$ cat src/rtl/assert_macros.svh
// Assertion macros used by the allocator RTL.
`ifndef ASSERT_MACROS_SVH
`define ASSERT_MACROS_SVH

// Implication checked on every rising edge, suspended while in reset.
`define FFBA_ASSERT(lbl, prop, msg) \
  lbl: assert property (@(posedge clk_i) disable iff (!rst_ni) prop) else $error(msg);

// Plain condition that must hold on every rising edge out of reset.
`define FFBA_ASSERT_ALWAYS(lbl, expr, msg) \
  lbl: assert property (@(posedge clk_i) disable iff (!rst_ni) (expr)) else $error(msg);

`endif

$ cat src/rtl/ffba_pkg.sv
// Types and constants of the first-fit block allocator.
`default_nettype none
package ffba_pkg;

  localparam int unsigned ADDR_W = 24;
  localparam int unsigned REQ_W  = 25;
  localparam int unsigned POS_W  = 11;

  localparam logic [1:0] STS_OK         = 2'd0;
  localparam logic [1:0] STS_ALLOC_FAIL = 2'd1;
  localparam logic [1:0] STS_BAD_FREE   = 2'd2;

  typedef struct packed {
    logic              kind;
    logic [REQ_W-1:0]  request_bytes;
    logic [ADDR_W-1:0] payload_offset;
  } in_item_t;

  typedef struct packed {
    logic [1:0]        status;
    logic [ADDR_W-1:0] granted_offset;
  } out_item_t;

  typedef struct packed {
    logic              valid;
    logic              free;
    logic [ADDR_W-1:0] start;
    logic [ADDR_W-1:0] size;
  } entry_t;

  typedef struct packed {
    logic              active;
    logic              found;
    logic [POS_W-1:0]  idx;
    logic [ADDR_W-1:0] start;
    logic              free;
    logic              split_ok;
    logic              prev_free;
    logic              next_free;
  } probe_t;

  typedef enum logic [2:0] {
    CMD_NOP,
    CMD_SPLIT,
    CMD_TAKE,
    CMD_SETFREE,
    CMD_MERGE
  } cmd_op_e;

  typedef struct packed {
    cmd_op_e           op;
    logic [POS_W-1:0]  pos;
    logic [REQ_W-1:0]  need;
    logic              is_free;
    logic [ADDR_W-1:0] off;
  } cmd_t;

endpackage
`default_nettype wire

$ cat src/rtl/ffba_cell.sv
// One table entry of the allocator: holds a block, probes it, shifts with its neighbours.
`default_nettype none
module ffba_cell #(
  parameter int unsigned Index       = 0,
  parameter int unsigned HeapBytes   = 16777216,
  parameter int unsigned HeaderBytes = 32,
  parameter int unsigned GrainBytes  = 16
) (
  input  wire logic            clk_i,
  input  wire logic            rst_ni,
  input  wire ffba_pkg::entry_t left_i,
  input  wire ffba_pkg::entry_t right_i,
  input  wire ffba_pkg::cmd_t   cmd_i,
  input  wire ffba_pkg::probe_t probe_i,
  output ffba_pkg::probe_t      probe_o,
  output ffba_pkg::entry_t      entry_o
);
  import ffba_pkg::*;

  localparam logic [POS_W-1:0] MyIdx = POS_W'(Index);

  entry_t entry_q, entry_d;
  probe_t probe_q, probe_d;

  logic [REQ_W-1:0] payload_at;
  logic             is_match;
  logic             split_ok;

  assign payload_at = {1'b0, entry_q.start} + REQ_W'(HeaderBytes);
  assign split_ok   = {2'b00, entry_q.size} >=
                      ({1'b0, cmd_i.need} + (REQ_W + 1)'(HeaderBytes + GrainBytes));
  assign is_match   = entry_q.valid &&
                      (cmd_i.is_free ? (payload_at == {1'b0, cmd_i.off})
                                     : (entry_q.free && ({1'b0, entry_q.size} >= cmd_i.need)));

  // Token walks one cell per cycle; the first hit stamps its details into it.
  always_comb begin
    probe_d = '0;
    if (probe_i.active) begin
      probe_d = probe_i;
      if (!probe_i.found && is_match) begin
        probe_d.found     = 1'b1;
        probe_d.idx       = MyIdx;
        probe_d.start     = entry_q.start;
        probe_d.free      = entry_q.free;
        probe_d.split_ok  = split_ok;
        probe_d.prev_free = left_i.valid && left_i.free;
        probe_d.next_free = right_i.valid && right_i.free;
      end
    end
  end

  always_comb begin
    entry_d = entry_q;
    case (cmd_i.op)
      CMD_SPLIT: begin
        if (MyIdx == cmd_i.pos) begin
          entry_d.size = cmd_i.need[ADDR_W-1:0];
          entry_d.free = 1'b0;
        end else if (MyIdx == cmd_i.pos + POS_W'(1)) begin
          entry_d.valid = 1'b1;
          entry_d.free  = 1'b1;
          entry_d.start = ADDR_W'({1'b0, left_i.start} + REQ_W'(HeaderBytes) + cmd_i.need);
          entry_d.size  = ADDR_W'({1'b0, left_i.size} - cmd_i.need - REQ_W'(HeaderBytes));
        end else if (MyIdx > cmd_i.pos + POS_W'(1)) begin
          entry_d = left_i;
        end
      end
      CMD_TAKE: begin
        if (MyIdx == cmd_i.pos) entry_d.free = 1'b0;
      end
      CMD_SETFREE: begin
        if (MyIdx == cmd_i.pos) entry_d.free = 1'b1;
      end
      CMD_MERGE: begin
        if (MyIdx == cmd_i.pos) begin
          entry_d.size = ADDR_W'({1'b0, entry_q.size} + REQ_W'(HeaderBytes) +
                                 {1'b0, right_i.size});
        end else if (MyIdx > cmd_i.pos) begin
          entry_d = right_i;
        end
      end
      default: begin
        entry_d = entry_q;
      end
    endcase
  end

  always_ff @(posedge clk_i or negedge rst_ni) begin
    if (!rst_ni) begin
      entry_q.valid <= (Index == 0);
      entry_q.free  <= (Index == 0);
      entry_q.start <= '0;
      entry_q.size  <= (Index == 0) ? ADDR_W'(HeapBytes - HeaderBytes) : '0;
      probe_q       <= '0;
    end else begin
      entry_q <= entry_d;
      probe_q <= probe_d;
    end
  end

  assign probe_o = probe_q;
  assign entry_o = entry_q;

endmodule
`default_nettype wire

$ cat config.mk
export PLATFORM = sky130hd
export DESIGN_NAME = ffba_cell
export DESIGN_NICKNAME = d
export VERILOG_FILES = /design/src/rtl/assert_macros.svh /design/src/rtl/ffba_pkg.sv /design/src/rtl/ffba_cell.sv
export SDC_FILE = /design/constraint.sdc
export NUM_CORES = 1
export LEC_CHECK = 0
export BUFFER_PORTS_ARGS = -buffer_cell sky130_fd_sc_hd__buf_2
export CAP_MARGIN = 10
export CORE_MARGIN = 1.5
export CORE_UTILIZATION = 60
export DETAILED_ROUTE_END_ITERATION = 12
export GPL_TIMING_DRIVEN = 1
export PLACE_DENSITY = 0.89
export SLEW_MARGIN = 20
export SYNTH_ARGS = -nofsm -noshare
export SYNTH_HDL_FRONTEND = slang
export SYNTH_SLANG_ARGS = --single-unit
$ cat constraint.sdc
create_clock -name clk_i -period 9 [get_ports clk_i]
set_clock_uncertainty 0.15 [all_clocks]
set_input_delay 2.7 -clock clk_i [delete_from_list [all_inputs] [get_ports clk_i]]
set_output_delay 2.7 -clock clk_i [all_outputs]
set_load 0.02 [all_outputs]
==> results_tabular.tex <==
\begin{tabular}{lr}
\hline
Metric & Value \\
\hline
\multicolumn{2}{l}{\textbf{Status}} \\
\quad Status & finished, final reports clean \\
\multicolumn{2}{l}{\textbf{CTS}} \\
\quad Root buf cell & clkbuf\_16 \\
\quad CTS tree & built \\
\quad Count of hold-fix buffers inserted at cts & 0 \\
\quad CTS H-tree depth & 3 \\
\quad Clock sinks & 91 \\
\quad Total clock buffers created by CTS & 9 \\
\quad Clock latency of the later-clocked register in the worst-skew pair & 0.35 ns \\
\quad Clock transition at the register clock pins on the worst setup and hold paths after CTS & roughly 0.07 ns \\
\quad Cells resized by post-CTS repair & 0 \\
\quad Setup Fix Bufs, Post-CTS & 0 \\
\quad Clk buf depth & 2 \\
\multicolumn{2}{l}{\textbf{Die}} \\
\quad Placeable core region & 0.0189 mm2 \\
\quad Die boundary width & 143 um \\
\quad DIE HEIGHT & between 100 and 150 um \\
\quad Initial core utilization & 61.9\% \\
\quad I/O pin count & 298 \\
\quad DIE AREA & $\sim$0.020 mm2 \\
\quad Row count & 50 \\
\multicolumn{2}{l}{\textbf{Worst setup path}} \\
\quad R2R Path Start & entry\_o[29]\$\_DFFE\_PN0P\_ \\
\quad Kind of start point of the critical path & primary input \\
\quad WP data required & between 9 and 10 ns \\
\quad Endpoint of the lowest-slack register-to-register path & probe\_o[27]\$\_DFF\_PN0\_ \\
\quad Category of the worst setup path capture point & flop \\
\quad Depth of the worst register-to-register path & 10 \\
\quad Crit path arrival time & 5.86 ns \\
\quad Flop2flop setup slack & about 5.3 ns \\
\quad Kind of critical path & primary input to flop \\
\quad CP Max Fanout & 5 \\
\multicolumn{2}{l}{\textbf{Detailed routing}} \\
\quad Mean number of vias per cell & 6.28 \\
\quad Count of routing violations after the opening detailed-route iteration & roughly 1100 \\
\quad Total DRC errors in the routed layout & 0 \\
\quad Final Routed Wirelength & between 30 and 40 mm \\
\quad Count of TritonRoute iterations in the first routing pass & 5 \\
\quad Final ANT Viol Nets & 0 \\
\quad Total via count after detailed routing & 12600 \\
\quad Average routed wire per standard cell & around 19 um \\
\multicolumn{2}{l}{\textbf{Min path}} \\
\quad Endpoint of the worst hold-timing path & entry\_o[13]\$\_DFFE\_PN1P\_ \\
\quad Path category of the worst min-delay check & flop to flop \\
\quad Worst hold path depth & 2 \\
\quad Worst Hold Launch & entry\_o[13]\$\_DFFE\_PN1P\_ \\
\multicolumn{2}{l}{\textbf{STA}} \\
\quad Max\_slew headroom & 38.0\% \\
\quad Setup repair after global routing missed its margin & no \\
\quad Worst Tran Pin Value & $\sim$0.92 ns \\
\quad Setup WS post-layout & $\sim$3.2 ns \\
\quad TNS Setup & 0 ns \\
\quad Ratio of final minimum period to clock period & 64.0\% \\
\quad Final setup violating endpoints & 0 \\
\quad Highest attainable clock frequency & 0.174 GHz \\
\quad Min Tclk post-route & 5.76 ns \\
\quad Final number of max-transition violations & 0 \\
\quad Number of endpoints with negative hold slack in the final report & 0 \\
\multicolumn{2}{l}{\textbf{Synthesis}} \\
\quad Count of warnings emitted by yosys & 0 \\
\quad Fraction of post-synthesis cell area in the top cell type by area & 19.7\% \\
\quad Leading area contributor after synthesis & ha\_1 \\
\quad Number of distinct library cells after synthesis & 74 \\
\quad Mean instance size in the synthesized netlist & 7.88 um2 \\
\quad Largest cells by area after synthesis & ha\_1, dfrtp\_1, nand2\_1 \\
\quad Post-Synthesis Cell Area & 0.0117 mm2 \\
\quad Prevailing post-synth register cell & dfrtp\_1 \\
\quad Number of instances in the synthesized netlist & 1484 \\
\quad Post-synth ARST share & 100\% \\
\quad Synthesized net count & between 1500 and 2000 \\
\quad Number of synthesized flops with an enable pin & 0 \\
\quad Post-synthesis register bit count & $\sim$90 \\
\quad Sequential fraction of the synthesis area & about a fifth \\
\multicolumn{2}{l}{\textbf{Finish}} \\
\quad Non-filler instance count after layout & 2009 \\
\quad Share of the core filled with cells in the final layout & 72.2\% \\
\quad Storage element area & between 0.002 and 0.0025 mm2 \\
\quad Proportion of layout cells with a drive suffix above 1 & 20.9\% \\
\quad Combined area of the multi-input logic cells & 0.00869 mm2 \\
\quad Post-synthesis to final-layout area growth & 16.7\% \\
\quad Post-layout net count & 2130 \\
\quad Number of fill cells in the layout & approximately 1600 \\
\multicolumn{2}{l}{\textbf{Global routing}} \\
\quad Number of global-route vias before repair & 12000 \\
\quad Initial antenna violation count & 11 \\
\quad Total grt overflow & 0 \\
\quad Global-route wire length before repair & 59.2 mm \\
\quad All-layer global routing usage & 36.8\% \\
\quad Largest net degree at the start of global routing & 70 \\
\multicolumn{2}{l}{\textbf{Place}} \\
\quad Final weighted congestion of routability-driven global placement & between 1 and 1.5 \\
\quad Total instance count after detailed placement & 1985 \\
\quad Port-buffer cells & 297 \\
\quad Setup Slack @ Placement & between 2 and 3 ns \\
\quad HPWL reported at the end of detailed placement & 29.8 mm \\
\multicolumn{2}{l}{\textbf{Pwr}} \\
\quad PD cells & 98.7 mW/mm2 \\
\quad VDD IR max & 89.4 uV \\
\quad LEAKAGE & 0.00707 uW \\
\multicolumn{2}{l}{\textbf{Job}} \\
\quad Count of max-cap constraint violations & 0 \\
\hline
\end{tabular}
-- per-stage QoR --
step,hold WS [ns],instance area [um2],power (uW)
finish,0.355,13600,1350
global route,0.368,13600,1420
CTS,0.350,13600,1340
detailed placement,0.341,13300,908
global placement,0.337,13300,893
floorplan,0.361,11700,749
-- final cells by class --
class                      count  share of cell area, %
inverter                     111                   3.05
antenna                        8                  0.147
multi-input combinational   1218                   63.7
sequential                    91                   16.9
clock inverter                 6                  0.688
tap                          260                   2.38
timing repair buffer         305                   11.4
clock buffer                  10                   1.75
-- synthesized netlist by cell type, types with 4 or more instances --
library cell,n
a2111oi_0,4
a211o_1,6
a211oi_1,27
a21o_1,34
a21oi_1,99
a221oi_1,5
a22oi_1,5
a31oi_1,24
and2_1,8
and3_1,25
and3b_1,12
and4_1,6
buf_1,5
buf_2,7
clkbuf_1,47
dfrtp_1,70
dfstp_2,21
ha_1,184
inv_1,111
mux2_2,7
mux2i_1,47
nand2_1,182
nand2b_1,10
nand3_1,31
nand3b_1,5
nand4_1,22
nor2_1,104
nor2b_1,13
nor3_1,22
nor4_1,10
o2111ai_1,7
o211ai_1,28
o21a_1,20
o21ai_0,94
o21bai_1,4
o22a_1,4
o22ai_1,4
o311ai_0,8
o31a_1,6
o31ai_1,12
or4_1,4
xnor2_1,56
xor2_1,36
-- critical path: stages --
cell and delay (ns):
buf_2 0.14, inv_1 0.11, ha_1 0.28, inv_1 0.04
ha_1 0.33, and3_1 0.18, a211oi_1 0.33, a21boi_0 0.22
or4_1 0.56, nand2_1 0.12, o21ai_0 0.19, a211oi_1 0.33
a211oi_1 0.10, o31ai_1 0.24
-- registers in the layout (all words and copies together) (netlist names) --
| signal | count |
|---|---|
| entry_o | 50 |
| probe_o | 41 |
-- how the worst max path moves through the flow --
stage | from | to | slack [ns] | cells past startpoint
after CTS | cmd_i[30] | entry_o[44]$_DFFE_PN0P_ | 3.33 | 14
after global placement | cmd_i[50] | entry_o[41]$_DFFE_PN0P_ | 3.05 | 10
after global routing | cmd_i[50] | entry_o[20]$_DFFE_PN1P_ | 3.02 | 11
after detailed placement | cmd_i[50] | entry_o[23]$_DFFE_PN1P_ | 3.00 | 11
final | cmd_i[30] | entry_o[44]$_DFFE_PN0P_ | 3.24 | 14
after floorplan | right_i[1] | entry_o[23]$_DFFE_PN1P_ | 3.65 | 13
-- cell families after synthesis --
logic type,share of synthesized area (%)
AND/OR/NAND/NOR,19.2
AO/OA/AOI/OAI,23.1
adder cells (fa/ha/maj),20.2
XOR/XNOR,6.89
flip-flops,19.7
buffers and inverters,6.06
multiplexers,4.79
-- power breakdown --
part           leakage (uW)  switching [uW]  internal, uW  total [uW]
logic               0.00577             284           202         486
registers           0.00114            6.31           422         428
clock network      0.000160             180           254         433
-- per-layer routing --
layer / vias up / wire length (um) / GRT usage, %
met1: 5847 / 14300 / 43.1
met5: - / 30 / 0
met3: 163 / 3630 / 7.77
met4: 6 / 2080 / 19.8
met2: 703 / 17800 / 62.9
li1: 5892 / - / -
-- cells in the final DEF (no fill, tap or decap), types with 30 or more instances in the layout --
cell / Yosys / final
mux2i_1: 47 / 47
nor2_1: 104 / 104
o21ai_0: 94 / 94
nand2_1: 182 / 181
inv_1: 111 / 111
xor2_1: 36 / 36
a21o_1: 34 / 34
nand3_1: 31 / 30
buf_2: 7 / 295
xnor2_1: 56 / 56
dfrtp_1: 70 / 70
ha_1: 184 / 184
a21oi_1: 99 / 99
Note: power is estimated with default switching activity, not from simulation.
